===== src/rtl/core/csc_pkg.sv =====
package csc_pkg;

  // channel and difference widths
  localparam int unsigned CHAN_W  = 8;
  localparam int unsigned DIFF_W  = CHAN_W + 1;
  localparam int unsigned SQ_W    = 2 * CHAN_W;
  localparam int unsigned WGT_W   = 10;
  localparam int unsigned TERM_W  = WGT_W + SQ_W;
  localparam int unsigned DIST_W  = 28;

  // redmean weights, scaled by 256
  localparam int unsigned RED_BASE    = 512;
  localparam int unsigned BLUE_BASE   = 767;
  localparam int unsigned GREEN_SHIFT = 10;
  localparam int unsigned DIST_SHIFT  = 8;

  // configuration registers
  localparam int unsigned TOL_W      = 9;
  localparam int unsigned BRIGHT_W   = 8;
  localparam int unsigned CFG_DATA_W = 9;
  localparam int unsigned CFG_IDX_W  = 1;
  localparam int unsigned TOL_SCALE  = 255;
  localparam int unsigned BOUND_W    = 17;
  localparam int unsigned BOUND_SQ_W = 34;

  localparam logic [TOL_W-1:0]      TOL_RST      = 9'd26;
  localparam logic [BRIGHT_W-1:0]   BRIGHT_RST   = 8'd20;
  localparam logic [BOUND_W-1:0]    BOUND_RST    = 17'd6630;
  localparam logic [BOUND_SQ_W-1:0] BOUND_SQ_RST = 34'd43956900;

  typedef enum logic [CFG_IDX_W-1:0] {
    CFG_TOLERANCE  = 1'b0,
    CFG_BRIGHTNESS = 1'b1
  } cfg_idx_e;

  // live configuration seen by the pipeline
  typedef struct packed {
    logic [BOUND_SQ_W-1:0] bound_sq;
    logic [BRIGHT_W-1:0]   bright;
  } cfg_t;

  // first stage: channel differences
  typedef struct packed {
    logic [CHAN_W-1:0]        dr;
    logic [CHAN_W-1:0]        dg;
    logic [CHAN_W-1:0]        db;
    logic signed [DIFF_W-1:0] sdr;
    logic signed [DIFF_W-1:0] sdg;
    logic signed [DIFF_W-1:0] sdb;
    logic [CHAN_W-1:0]        m;
    logic                     exact;
  } diff_t;

  // weighted distance terms
  typedef struct packed {
    logic [TERM_W-1:0] tr;
    logic [TERM_W-1:0] tg;
    logic [TERM_W-1:0] tb;
    logic              exact;
  } term_t;

endpackage


===== src/rtl/core/csc_if.sv =====
// pixel pair channel
interface csc_pair_if;
  logic                        valid;
  logic                        ready;
  logic [csc_pkg::CHAN_W-1:0]  first_red;
  logic [csc_pkg::CHAN_W-1:0]  first_green;
  logic [csc_pkg::CHAN_W-1:0]  first_blue;
  logic [csc_pkg::CHAN_W-1:0]  second_red;
  logic [csc_pkg::CHAN_W-1:0]  second_green;
  logic [csc_pkg::CHAN_W-1:0]  second_blue;

  modport source (
    output valid, first_red, first_green, first_blue,
    output second_red, second_green, second_blue,
    input  ready
  );
  modport sink (
    input  valid, first_red, first_green, first_blue,
    input  second_red, second_green, second_blue,
    output ready
  );
endinterface

// similarity result channel
interface csc_result_if;
  logic                        valid;
  logic                        ready;
  logic                        similar;
  logic                        exact_match;
  logic                        within_distance;
  logic                        within_brightness;
  logic [csc_pkg::DIST_W-1:0]  scaled_distance_sq;

  modport source (
    output valid, similar, exact_match, within_distance, within_brightness,
    output scaled_distance_sq,
    input  ready
  );
  modport sink (
    input  valid, similar, exact_match, within_distance, within_brightness,
    input  scaled_distance_sq,
    output ready
  );
endinterface


===== src/rtl/core/color_similarity_check_core.sv =====
// Pixel pair similarity check, redmean weighted colour distance.
// pair_i carries two RGB pixels per item, result_o one result per item:
// similar, exact_match, within_distance, within_brightness and the
// distance squared and scaled by 256. Both channels use valid/ready and
// an item moves at a clock edge with both high.
// Four register stages: channel differences, squares and luma products,
// weighted terms and luma sum, then the compare into the output register.
// One item is taken every cycle while the pipeline is not backed up.
// A stalled receiver holds the result in the output register; bubbles
// further up still fill, and pair_i.ready drops only once all four stages
// hold an item. Nothing is lost or repeated across a stall.
// The configuration port writes tolerance (index 0) and brightness limit
// (index 1); a write applies to items accepted at or after its clock edge.
// Reset empties the pipeline and loads tolerance 26 and brightness limit 20.
module color_similarity_check_core #(
  parameter int unsigned LUMA_FRAC_BITS = 16
) (
  input  logic                           clk_i,
  input  logic                           rst_ni,
  input  logic                           cfg_we_i,
  input  logic [csc_pkg::CFG_IDX_W-1:0]  cfg_idx_i,
  input  logic [csc_pkg::CFG_DATA_W-1:0] cfg_wdata_i,
  csc_pair_if.sink                       pair_i,
  csc_result_if.source                   result_o
);
  import csc_pkg::*;

  localparam int unsigned LW = LUMA_FRAC_BITS + 12;

  cfg_t                 cfg;
  logic                 diff_valid, mult_valid;
  logic                 mult_rdy, decide_rdy;
  diff_t                diff;
  term_t                term;
  logic signed [LW-1:0] luma;

  // configuration registers
  csc_cfg u_cfg (
    .clk_i       (clk_i),
    .rst_ni      (rst_ni),
    .cfg_we_i    (cfg_we_i),
    .cfg_idx_i   (cfg_idx_i),
    .cfg_wdata_i (cfg_wdata_i),
    .cfg_o       (cfg)
  );

  // stage one
  csc_diff u_diff (
    .clk_i      (clk_i),
    .rst_ni     (rst_ni),
    .pair_i     (pair_i),
    .next_rdy_i (mult_rdy),
    .valid_o    (diff_valid),
    .diff_o     (diff)
  );

  // stages two and three
  csc_mult #(
    .LUMA_FRAC_BITS (LUMA_FRAC_BITS)
  ) u_mult (
    .clk_i      (clk_i),
    .rst_ni     (rst_ni),
    .valid_i    (diff_valid),
    .diff_i     (diff),
    .next_rdy_i (decide_rdy),
    .rdy_o      (mult_rdy),
    .valid_o    (mult_valid),
    .term_o     (term),
    .luma_o     (luma)
  );

  // stage four and output register
  csc_decide #(
    .LUMA_FRAC_BITS (LUMA_FRAC_BITS)
  ) u_decide (
    .clk_i    (clk_i),
    .rst_ni   (rst_ni),
    .valid_i  (mult_valid),
    .term_i   (term),
    .luma_i   (luma),
    .cfg_i    (cfg),
    .rdy_o    (decide_rdy),
    .result_o (result_o)
  );

endmodule


===== src/rtl/core/csc_cfg.sv =====
module csc_cfg (
  input  logic                          clk_i,
  input  logic                          rst_ni,
  input  logic                          cfg_we_i,
  input  logic [csc_pkg::CFG_IDX_W-1:0] cfg_idx_i,
  input  logic [csc_pkg::CFG_DATA_W-1:0] cfg_wdata_i,
  output csc_pkg::cfg_t                 cfg_o
);
  import csc_pkg::*;

  logic [TOL_W-1:0]      tol_q, tol_d;
  logic [BRIGHT_W-1:0]   bright_q, bright_d;
  logic [BOUND_W-1:0]    bound_q, bound_d;
  logic [BOUND_SQ_W-1:0] bound_sq_q, bound_sq_d;

  // register write decode
  always_comb begin
    tol_d    = tol_q;
    bright_d = bright_q;
    if (cfg_we_i) begin
      unique case (cfg_idx_e'(cfg_idx_i))
        CFG_TOLERANCE:  tol_d    = cfg_wdata_i[TOL_W-1:0];
        CFG_BRIGHTNESS: bright_d = cfg_wdata_i[BRIGHT_W-1:0];
        default: ;
      endcase
    end
  end

  // distance bound 255*tol, then its square in the cycle after
  assign bound_d    = BOUND_W'(TOL_SCALE) * BOUND_W'(tol_q);
  assign bound_sq_d = BOUND_SQ_W'(bound_q) * BOUND_SQ_W'(bound_q);

  always_ff @(posedge clk_i or negedge rst_ni) begin
    if (!rst_ni) begin
      tol_q      <= TOL_RST;
      bright_q   <= BRIGHT_RST;
      bound_q    <= BOUND_RST;
      bound_sq_q <= BOUND_SQ_RST;
    end else begin
      tol_q      <= tol_d;
      bright_q   <= bright_d;
      bound_q    <= bound_d;
      bound_sq_q <= bound_sq_d;
    end
  end

  assign cfg_o.bound_sq = bound_sq_q;
  assign cfg_o.bright   = bright_q;

  // squared bound has caught up once tolerance has held steady through the bound and squared-bound registers
  a_bound_settled: assert property (@(posedge clk_i) disable iff (!rst_ni)
    $stable(tol_q) && $past($stable(tol_q)) |->
      bound_sq_q == (BOUND_SQ_W'(tol_q) * BOUND_SQ_W'(TOL_SCALE)) *
                    (BOUND_SQ_W'(tol_q) * BOUND_SQ_W'(TOL_SCALE)))
    else $error("distance bound out of step with tolerance");

endmodule


===== src/rtl/core/csc_diff.sv =====
module csc_diff (
  input  logic          clk_i,
  input  logic          rst_ni,
  csc_pair_if.sink      pair_i,
  input  logic          next_rdy_i,
  output logic          valid_o,
  output csc_pkg::diff_t diff_o
);
  import csc_pkg::*;

  logic       valid_q;
  logic       rdy;
  diff_t      diff_d, diff_q;
  logic [DIFF_W-1:0] red_sum;

  assign rdy          = !valid_q || next_rdy_i;
  assign pair_i.ready = rdy;

  // absolute and signed channel differences, red mean, equality
  assign red_sum = {1'b0, pair_i.first_red} + {1'b0, pair_i.second_red};

  always_comb begin
    diff_d.dr = (pair_i.first_red >= pair_i.second_red) ?
                pair_i.first_red - pair_i.second_red :
                pair_i.second_red - pair_i.first_red;
    diff_d.dg = (pair_i.first_green >= pair_i.second_green) ?
                pair_i.first_green - pair_i.second_green :
                pair_i.second_green - pair_i.first_green;
    diff_d.db = (pair_i.first_blue >= pair_i.second_blue) ?
                pair_i.first_blue - pair_i.second_blue :
                pair_i.second_blue - pair_i.first_blue;
    diff_d.sdr = $signed({1'b0, pair_i.first_red}) - $signed({1'b0, pair_i.second_red});
    diff_d.sdg = $signed({1'b0, pair_i.first_green}) - $signed({1'b0, pair_i.second_green});
    diff_d.sdb = $signed({1'b0, pair_i.first_blue}) - $signed({1'b0, pair_i.second_blue});
    diff_d.m   = red_sum[DIFF_W-1:1];
    diff_d.exact = (pair_i.first_red == pair_i.second_red) &&
                   (pair_i.first_green == pair_i.second_green) &&
                   (pair_i.first_blue == pair_i.second_blue);
  end

  always_ff @(posedge clk_i or negedge rst_ni) begin
    if (!rst_ni) begin
      valid_q <= 1'b0;
    end else if (rdy) begin
      valid_q <= pair_i.valid;
    end
  end

  always_ff @(posedge clk_i) begin
    if (rdy && pair_i.valid) begin
      diff_q <= diff_d;
    end
  end

  assign valid_o = valid_q;
  assign diff_o  = diff_q;

  // equal pixels leave no difference in any channel
  a_exact_zero: assert property (@(posedge clk_i) disable iff (!rst_ni)
    valid_q && diff_q.exact |->
      diff_q.dr == '0 && diff_q.dg == '0 && diff_q.db == '0 && diff_q.sdg == '0)
    else $error("exact pair with nonzero difference");

endmodule


===== src/rtl/core/csc_mult.sv =====
module csc_mult #(
  parameter int unsigned LUMA_FRAC_BITS = 16
) (
  input  logic           clk_i,
  input  logic           rst_ni,
  input  logic           valid_i,
  input  csc_pkg::diff_t diff_i,
  input  logic           next_rdy_i,
  output logic           rdy_o,
  output logic           valid_o,
  output csc_pkg::term_t term_o,
  output logic signed [LUMA_FRAC_BITS+11:0] luma_o
);
  import csc_pkg::*;

  localparam int unsigned KW = LUMA_FRAC_BITS + 1;
  localparam int unsigned PW = KW + DIFF_W;
  localparam int unsigned LW = PW + 2;
  localparam longint unsigned LumaOne = 64'd1 << LUMA_FRAC_BITS;
  localparam longint unsigned KrVal = (64'd2126 * LumaOne + 64'd5000) / 64'd10000;
  localparam longint unsigned KgVal = (64'd7152 * LumaOne + 64'd5000) / 64'd10000;
  localparam longint unsigned KbVal = (64'd722 * LumaOne + 64'd5000) / 64'd10000;
  localparam logic signed [KW-1:0] KR = KW'(KrVal);
  localparam logic signed [KW-1:0] KG = KW'(KgVal);
  localparam logic signed [KW-1:0] KB = KW'(KbVal);

  // stage two: squares, weights, luma products
  logic                  v2_q, rdy2;
  logic [SQ_W-1:0]       dr2_q, dg2_q, db2_q;
  logic [WGT_W-1:0]      wr_q, wb_q;
  logic signed [PW-1:0]  pr_q, pg_q, pb_q;
  logic                  exact2_q;
  logic signed [DIFF_W-1:0] sdr, sdg, sdb;
  logic signed [PW-1:0]  pr_d, pg_d, pb_d;

  // stage three: weighted terms, luma difference
  logic                  v3_q, rdy3;
  term_t                 term_d, term_q;
  logic signed [LW-1:0]  luma_d, luma_q;

  assign rdy3  = !v3_q || next_rdy_i;
  assign rdy2  = !v2_q || rdy3;
  assign rdy_o = rdy2;

  assign sdr  = $signed(diff_i.sdr);
  assign sdg  = $signed(diff_i.sdg);
  assign sdb  = $signed(diff_i.sdb);
  assign pr_d = KR * sdr;
  assign pg_d = KG * sdg;
  assign pb_d = KB * sdb;

  always_ff @(posedge clk_i or negedge rst_ni) begin
    if (!rst_ni) begin
      v2_q <= 1'b0;
      v3_q <= 1'b0;
    end else begin
      if (rdy2) v2_q <= valid_i;
      if (rdy3) v3_q <= v2_q;
    end
  end

  always_ff @(posedge clk_i) begin
    if (rdy2 && valid_i) begin
      dr2_q    <= diff_i.dr * diff_i.dr;
      dg2_q    <= diff_i.dg * diff_i.dg;
      db2_q    <= diff_i.db * diff_i.db;
      wr_q     <= WGT_W'(RED_BASE) + {2'b00, diff_i.m};
      wb_q     <= WGT_W'(BLUE_BASE) - {2'b00, diff_i.m};
      pr_q     <= pr_d;
      pg_q     <= pg_d;
      pb_q     <= pb_d;
      exact2_q <= diff_i.exact;
    end
  end

  // weighted squares and the exact luma difference
  always_comb begin
    term_d.tr    = wr_q * dr2_q;
    term_d.tg    = {dg2_q, {GREEN_SHIFT{1'b0}}};
    term_d.tb    = wb_q * db2_q;
    term_d.exact = exact2_q;
    luma_d = $signed({{2{pr_q[PW-1]}}, pr_q}) + $signed({{2{pg_q[PW-1]}}, pg_q}) +
             $signed({{2{pb_q[PW-1]}}, pb_q});
  end

  always_ff @(posedge clk_i) begin
    if (rdy3 && v2_q) begin
      term_q <= term_d;
      luma_q <= luma_d;
    end
  end

  assign valid_o = v3_q;
  assign term_o  = term_q;
  assign luma_o  = luma_q;

  // equal pixels carry no distance and no luma difference
  a_exact_terms: assert property (@(posedge clk_i) disable iff (!rst_ni)
    v3_q && term_q.exact |->
      luma_q == '0 && term_q.tr == '0 && term_q.tg == '0 && term_q.tb == '0)
    else $error("exact pair with nonzero terms");

endmodule


===== src/rtl/core/csc_decide.sv =====
module csc_decide #(
  parameter int unsigned LUMA_FRAC_BITS = 16
) (
  input  logic           clk_i,
  input  logic           rst_ni,
  input  logic           valid_i,
  input  csc_pkg::term_t term_i,
  input  logic signed [LUMA_FRAC_BITS+11:0] luma_i,
  input  csc_pkg::cfg_t  cfg_i,
  output logic           rdy_o,
  csc_result_if.source   result_o
);
  import csc_pkg::*;

  localparam int unsigned LW = LUMA_FRAC_BITS + 12;
  localparam int unsigned CMP_W = DIST_W + DIST_SHIFT;

  logic              v4_q, rdy;
  logic [DIST_W-1:0] dist_d, dist_q;
  logic              within_dist_d, within_bright_d;
  logic              similar_q, exact_q, within_dist_q, within_bright_q;
  logic [LW-1:0]     luma_mag, bright_lim;

  assign rdy   = !v4_q || result_o.ready;
  assign rdy_o = rdy;

  // scaled distance against the squared tolerance bound
  assign dist_d = {2'b00, term_i.tr} + {2'b00, term_i.tg} + {2'b00, term_i.tb};
  assign within_dist_d = {dist_d, {DIST_SHIFT{1'b0}}} <=
                         {{(CMP_W-BOUND_SQ_W){1'b0}}, cfg_i.bound_sq};

  // luma difference magnitude against the brightness limit
  assign luma_mag   = luma_i[LW-1] ? LW'(-luma_i) : LW'(luma_i);
  assign bright_lim = {{(LW-BRIGHT_W-LUMA_FRAC_BITS){1'b0}}, cfg_i.bright,
                       {LUMA_FRAC_BITS{1'b0}}};
  assign within_bright_d = luma_mag < bright_lim;

  always_ff @(posedge clk_i or negedge rst_ni) begin
    if (!rst_ni) begin
      v4_q <= 1'b0;
    end else if (rdy) begin
      v4_q <= valid_i;
    end
  end

  always_ff @(posedge clk_i) begin
    if (rdy && valid_i) begin
      dist_q          <= dist_d;
      exact_q         <= term_i.exact;
      within_dist_q   <= within_dist_d;
      within_bright_q <= within_bright_d;
      similar_q       <= term_i.exact || (within_dist_d && within_bright_d);
    end
  end

  assign result_o.valid              = v4_q;
  assign result_o.similar            = similar_q;
  assign result_o.exact_match        = exact_q;
  assign result_o.within_distance    = within_dist_q;
  assign result_o.within_brightness  = within_bright_q;
  assign result_o.scaled_distance_sq = dist_q;

  // an exact match is similar, at zero distance and inside any bound
  a_exact_result: assert property (@(posedge clk_i) disable iff (!rst_ni)
    v4_q && exact_q |-> similar_q && within_dist_q && dist_q == '0)
    else $error("exact match not reported as similar at zero distance");

endmodule


===== src/flat_wrapper.sv =====
// flat-port wrapper written by rule: the top's interface ports become plain ports
module color_similarity_check_core_flat import csc_pkg::*;
#(
  parameter int unsigned LUMA_FRAC_BITS = 16
)
  (clk_i, rst_ni, cfg_we_i, cfg_idx_i, cfg_wdata_i, pair_i_valid, pair_i_first_red, pair_i_first_green, pair_i_first_blue, pair_i_second_red, pair_i_second_green, pair_i_second_blue, pair_i_ready, result_o_valid, result_o_similar, result_o_exact_match, result_o_within_distance, result_o_within_brightness, result_o_scaled_distance_sq, result_o_ready);
  csc_pair_if pair_i_i ();
  csc_result_if result_o_i ();
  input  logic clk_i;
  input  logic rst_ni;
  input  logic cfg_we_i;
  input  logic [csc_pkg::CFG_IDX_W-1:0] cfg_idx_i;
  input  logic [csc_pkg::CFG_DATA_W-1:0] cfg_wdata_i;
  input wire logic [$bits(pair_i_i.valid)-1:0] pair_i_valid;
  input wire logic [$bits(pair_i_i.first_red)-1:0] pair_i_first_red;
  input wire logic [$bits(pair_i_i.first_green)-1:0] pair_i_first_green;
  input wire logic [$bits(pair_i_i.first_blue)-1:0] pair_i_first_blue;
  input wire logic [$bits(pair_i_i.second_red)-1:0] pair_i_second_red;
  input wire logic [$bits(pair_i_i.second_green)-1:0] pair_i_second_green;
  input wire logic [$bits(pair_i_i.second_blue)-1:0] pair_i_second_blue;
  output wire logic [$bits(pair_i_i.ready)-1:0] pair_i_ready;
  output wire logic [$bits(result_o_i.valid)-1:0] result_o_valid;
  output wire logic [$bits(result_o_i.similar)-1:0] result_o_similar;
  output wire logic [$bits(result_o_i.exact_match)-1:0] result_o_exact_match;
  output wire logic [$bits(result_o_i.within_distance)-1:0] result_o_within_distance;
  output wire logic [$bits(result_o_i.within_brightness)-1:0] result_o_within_brightness;
  output wire logic [$bits(result_o_i.scaled_distance_sq)-1:0] result_o_scaled_distance_sq;
  input wire logic [$bits(result_o_i.ready)-1:0] result_o_ready;
  assign pair_i_i.valid = pair_i_valid;
  assign pair_i_i.first_red = pair_i_first_red;
  assign pair_i_i.first_green = pair_i_first_green;
  assign pair_i_i.first_blue = pair_i_first_blue;
  assign pair_i_i.second_red = pair_i_second_red;
  assign pair_i_i.second_green = pair_i_second_green;
  assign pair_i_i.second_blue = pair_i_second_blue;
  assign pair_i_ready = pair_i_i.ready;
  assign result_o_valid = result_o_i.valid;
  assign result_o_similar = result_o_i.similar;
  assign result_o_exact_match = result_o_i.exact_match;
  assign result_o_within_distance = result_o_i.within_distance;
  assign result_o_within_brightness = result_o_i.within_brightness;
  assign result_o_scaled_distance_sq = result_o_i.scaled_distance_sq;
  assign result_o_i.ready = result_o_ready;
  color_similarity_check_core #(.LUMA_FRAC_BITS(LUMA_FRAC_BITS)) u_core (.clk_i(clk_i), .rst_ni(rst_ni), .cfg_we_i(cfg_we_i), .cfg_idx_i(cfg_idx_i), .cfg_wdata_i(cfg_wdata_i), .pair_i(pair_i_i), .result_o(result_o_i));
endmodule

===== config.mk =====
export PLATFORM = sky130hd
export DESIGN_NAME = color_similarity_check_core_flat
export DESIGN_NICKNAME = d
export VERILOG_FILES = /design/src/rtl/core/csc_pkg.sv /design/src/rtl/core/csc_if.sv /design/src/rtl/core/color_similarity_check_core.sv /design/src/rtl/core/csc_cfg.sv /design/src/rtl/core/csc_diff.sv /design/src/rtl/core/csc_mult.sv /design/src/rtl/core/csc_decide.sv /design/src/flat_wrapper.sv
export SDC_FILE = /design/constraint.sdc
export NUM_CORES = 2
export LEC_CHECK = 0
export ABC_AREA = 1
export ABC_CLOCK_PERIOD_IN_PS = 12200
export BUFFER_PORTS_ARGS = -buffer_cell sky130_fd_sc_hd__buf_2
export CAP_MARGIN = 30
export CORE_ASPECT_RATIO = 0.5
export CORE_UTILIZATION = 55
export DETAILED_ROUTE_END_ITERATION = 16
export GPL_TIMING_DRIVEN = 1
export PLACE_DENSITY_LB_ADDON = 0.2
export SYNTH_ARGS = -nofsm -noshare
export SYNTH_HDL_FRONTEND = slang
export SYNTH_SLANG_ARGS = --single-unit

===== constraint.sdc =====
create_clock -name clk_i -period 12.2 [get_ports clk_i]
set_input_delay 0 -clock clk_i [delete_from_list [all_inputs] [get_ports clk_i]]
set_output_delay 0 -clock clk_i [all_outputs]
set_load 0.02 [all_outputs]

==> results.sh <==
export IMPL_rsz0062_at_grt="false"
export IMPL_die_area_um2=92880
export IMPL_syn_inst=5540
export IMPL_synth_cell_types=59
export IMPL_diodes=0
export IMPL_num_vias=35640
export IMPL_drive_above_1_share_pct=4.778
export IMPL_drv_cap=0
export IMPL_hold_violations=0
export IMPL_dieWidth_um=430.0
export IMPL_path_clk_slew_ns=0.06
export IMPL_fillers=7846
export IMPL_synth_edf_count=315
export IMPL_end_kind="flop"
export IMPL_place_hpwl_um=94710
export IMPL_cp_slowest_stage_delay_ns=0.81
export IMPL_grt_start_max_net_pins=81
export IMPL_drt_total_wl_um=112000
export IMPL_final_area_um2=53900
export IMPL_critPathArrivalTime_ns=6.49
export IMPL_overflow=0
export IMPL_die_h_um=216.0
export IMPL_gp_congestion=0.9091
export IMPL_drtAntennaViolNets=0
export IMPL_hold_path_class="in -> reg"
export IMPL_rows=78
export IMPL_tightest_slew_ns=0.9694
export IMPL_placed_cell_area_um2=51940
export IMPL_grt_pass1_wl_um=187700
export IMPL_multi_input_area_um2=33550
export IMPL_path_class="reg -> reg"
export IMPL_crit_path_cell_trace="nand2_1, fa_1, fa_1, fa_1, inv_1, fa_1, fa_1, inv_1, fa_1, inv_1, ha_1, a21oi_1, o21ai_1, a21oi_1, nand3_1, a21o_1, nand2_1, nand2_1, nand2_1, nand2_1"
export IMPL_synthToLayoutAreaGrowth_pct=6.992
export IMPL_syn_mean_instance_area_um2=9.093
export IMPL_firstDrtPassIters=5
export IMPL_ys_ff_latch=386
export IMPL_ys_seq_area_share_pct=22.37
export IMPL_postCtsSetupBuffers=0
export IMPL_async_reset_ff_share_pct=18.39
export IMPL_viasPerCell=5.201
export IMPL_synth_area_um2=50370
export IMPL_clk_path_buf_depth=3
export IMPL_post_drt_wl_per_cell_um=16.34
export IMPL_clk_latency_ns=0.58
export IMPL_dp_worst_setup_slack_ns=6.242
export IMPL_start_kind="flop"
export IMPL_fin_crit_ns=6.016
export IMPL_slew_headroom_pct=35.22
export IMPL_antenna_found_initial=1
export IMPL_initial_utilization_pct=55.56
export IMPL_cp_slowest_cell="dfrtp_1"
export IMPL_finalSetupViolCount=0
export IMPL_drt_initial_drc_count=1926
export IMPL_crit_top_cell="fa_1"
export IMPL_htreeDepth=2
export IMPL_cts_sinks=386
export IMPL_status="finished, final reports clean"
export IMPL_grtUsageTotal_pct=24.95
export IMPL_cts_made_buffers=42
export IMPL_setup_ws_ns=6.184
export IMPL_tritoncts="done"
export IMPL_fin_worst_skew_ns=0.01549
export IMPL_core_area_um2=90660
export IMPL_ys_warn_count=0
export IMPL_nets=7046
export IMPL_pin_count=97
export IMPL_cts_root_buf="clkbuf_16"
export IMPL_finalCritPeriodShare_pct=49.31
export IMPL_final_seq_area_um2=11270
export IMPL_cp_max_fo=17
export IMPL_critPathRequiredTime_ns=12.67
export IMPL_synth_top_flop_cell="edfxtp_1"
export IMPL_clock_fmax_mhz=166.2
export IMPL_finalMaxSlewViolations=0
export IMPL_io_buffers=96
export IMPL_grt_pass1_vias=37510
export IMPL_finalSetupTns_ns=0
export IMPL_drc_errors=0
==> synthesized netlist by cell type (6+ instances only) <==
master	instances	area (um2)
nor4_1	6	37.54
a31oi_1	21	131.4
a21oi_2	9	78.83
clkbuf_1	104	390.4
o21ai_2	11	96.34
o21bai_1	11	82.58
xnor2_1	92	805.8
nand4_1	25	156.4
buf_2	9	45.04
a21oi_1	288	1441
xor2_1	195	1708
clkbuf_2	6	30.03
o21ai_1	29	145.1
nand2_1	975	3660
nand2_2	10	62.56
o211ai_1	14	105.1
o21ai_0	142	710.7
nor3_1	30	150.1
edfxtp_1	315	9459
dfstp_2	27	709.4
ha_1	737	9221
fa_1	626	12530
inv_1	1354	5082
o21a_1	7	52.55
o2111ai_1	7	61.31
inv_2	6	22.52
dfrtp_1	44	1101
o31ai_1	13	97.59
a21o_1	21	157.7
a211oi_1	13	97.59
nand3_1	98	490.5
nor2_1	231	867.1
==> cell families (layout without fill, tap and decap cells) <==
logic type               after synthesis  after routing  share of synthesized area [%]
flip-flops                           386            386                          22.37
adder cells (fa/ha/maj)             1363           1363                          43.18
other                                  2             10                        0.01491
XOR/XNOR                             287            287                          4.990
multiplexers                           1              1                        0.02235
AO/OA/AOI/OAI                        611            611                          6.972
buffers and inverters               1483           1586                          11.12
AND/OR/NAND/NOR                     1407           1407                          11.33
==> layer usage <==
| layer | GRT usage, % | wire, um | vias to the layer above |
|---|---|---|---|
| met5 | 0 | 0 | - |
| met4 | 4.643 | 1767 | 0 |
| met3 | 2.839 | 4387 | 140 |
| met2 | 43.40 | 54660 | 658 |
| met1 | 33.89 | 51140 | 17460 |
| li1 | - | - | 17380 |
==> placed cells by master (no fill, tap or decap), types with 29 or more instances in the layout <==
master	n
edfxtp_1	315
clkbuf_16	42
dfrtp_1	44
a21oi_1	288
xnor2_1	92
o21ai_0	142
fa_1	626
nand2_1	975
dlygate4sd3_1	49
nor3_1	30
nor2_1	229
nand3_1	98
buf_2	96
o21ai_1	29
inv_1	1352
xor2_1	195
ha_1	737
==> path summary, 6_finish.rpt <==
kind / startpoint / endpoint / slack [ns] / depth (start not counted)
worst min-delay path: pair_i_first_blue[4] / u_core.u_diff.diff_o[14]$_DFFE_PP_ / 0.06 / 5
worst max register to register: u_core.u_cfg.bound_q[4]$_DFF_PN0_ / u_core.u_cfg.bound_sq_q[28]$_DFF_PN0_ / 6.18 / 20
worst min register to register: u_core.u_mult.exact2_q$_DFFE_PP_ / u_core.u_mult.term_o[0]$_DFFE_PP_ / 0.41 / 0
max in group asynchronous: rst_ni / u_core.u_cfg.bound_sq_q[7]$_DFF_PN1_ / 11.16 / 5
worst max-delay path: u_core.u_cfg.bound_q[4]$_DFF_PN0_ / u_core.u_cfg.bound_sq_q[28]$_DFF_PN0_ / 6.18 / 20
min in group asynchronous: rst_ni / u_core.u_cfg.bound_q[14]$_DFF_PN0_ / 0.42 / 4
==> critical path, delay by kind of cell (launching register included) <==
family | cells | cell delay (ns)
buf+inv | 3 | 0.16
simple gates | 6 | 0.64
compound gates | 4 | 0.76
fa+ha+maj | 7 | 3.52
flops | 1 | 0.81
==> sequential cells by signal, summed over array words and instances, names as in the netlist, 9 cells and up <==
name,cells
u_core.u_decide.result_o.scaled_distance_sq,28
u_core.u_mult.pg_q,25
u_core.u_mult.luma_o,28
u_core.u_cfg.bound_q,17
u_core.u_cfg.bound_sq_q,33
u_core.u_mult.pb_q,20
u_core.u_diff.diff_o,57
u_core.u_mult.dr2_q,15
u_core.u_mult.pr_q,23
u_core.u_cfg.tol_q,9
u_core.u_mult.term_o,68
u_core.u_mult.dg2_q,15
u_core.u_mult.db2_q,15
==> through the flow <==
step | hold slack, ns | util [%] | cells
after CTS | 0.01874 | 59.37 | 6848
after floorplan | -0.2956 | - | 5548
after global routing | 0.05997 | 59.45 | 6851
final | 0.05561 | 59.45 | 6851
after global placement | 0.2535 | 57.29 | 6725
after detailed placement | 0.2589 | 57.29 | 6725
==> layout make-up <==
| type | count | share of cell area (%) |
|---|---|---|
| Timing Repair Buffer | 151 | 1.959 |
| Clock buffer | 47 | 2.041 |
| Sequential cell | 386 | 20.91 |
| Clock inverter | 28 | 0.5757 |
| Inverter | 1360 | 9.481 |
| Tap cell | 1200 | 2.786 |
| Multi-Input combinational cell | 3679 | 62.25 |
==> timing repair <==
item / 4_1_cts / 5_1_grt
hold buffers: 48 / 1
endpoints found under the hold margin: 90 / 6
gates resized for setup: 0 / 0
Power is left out: the tool's default activity adds up to more than one toggle a clock period on the data nets, which glitch-free logic cannot reach.
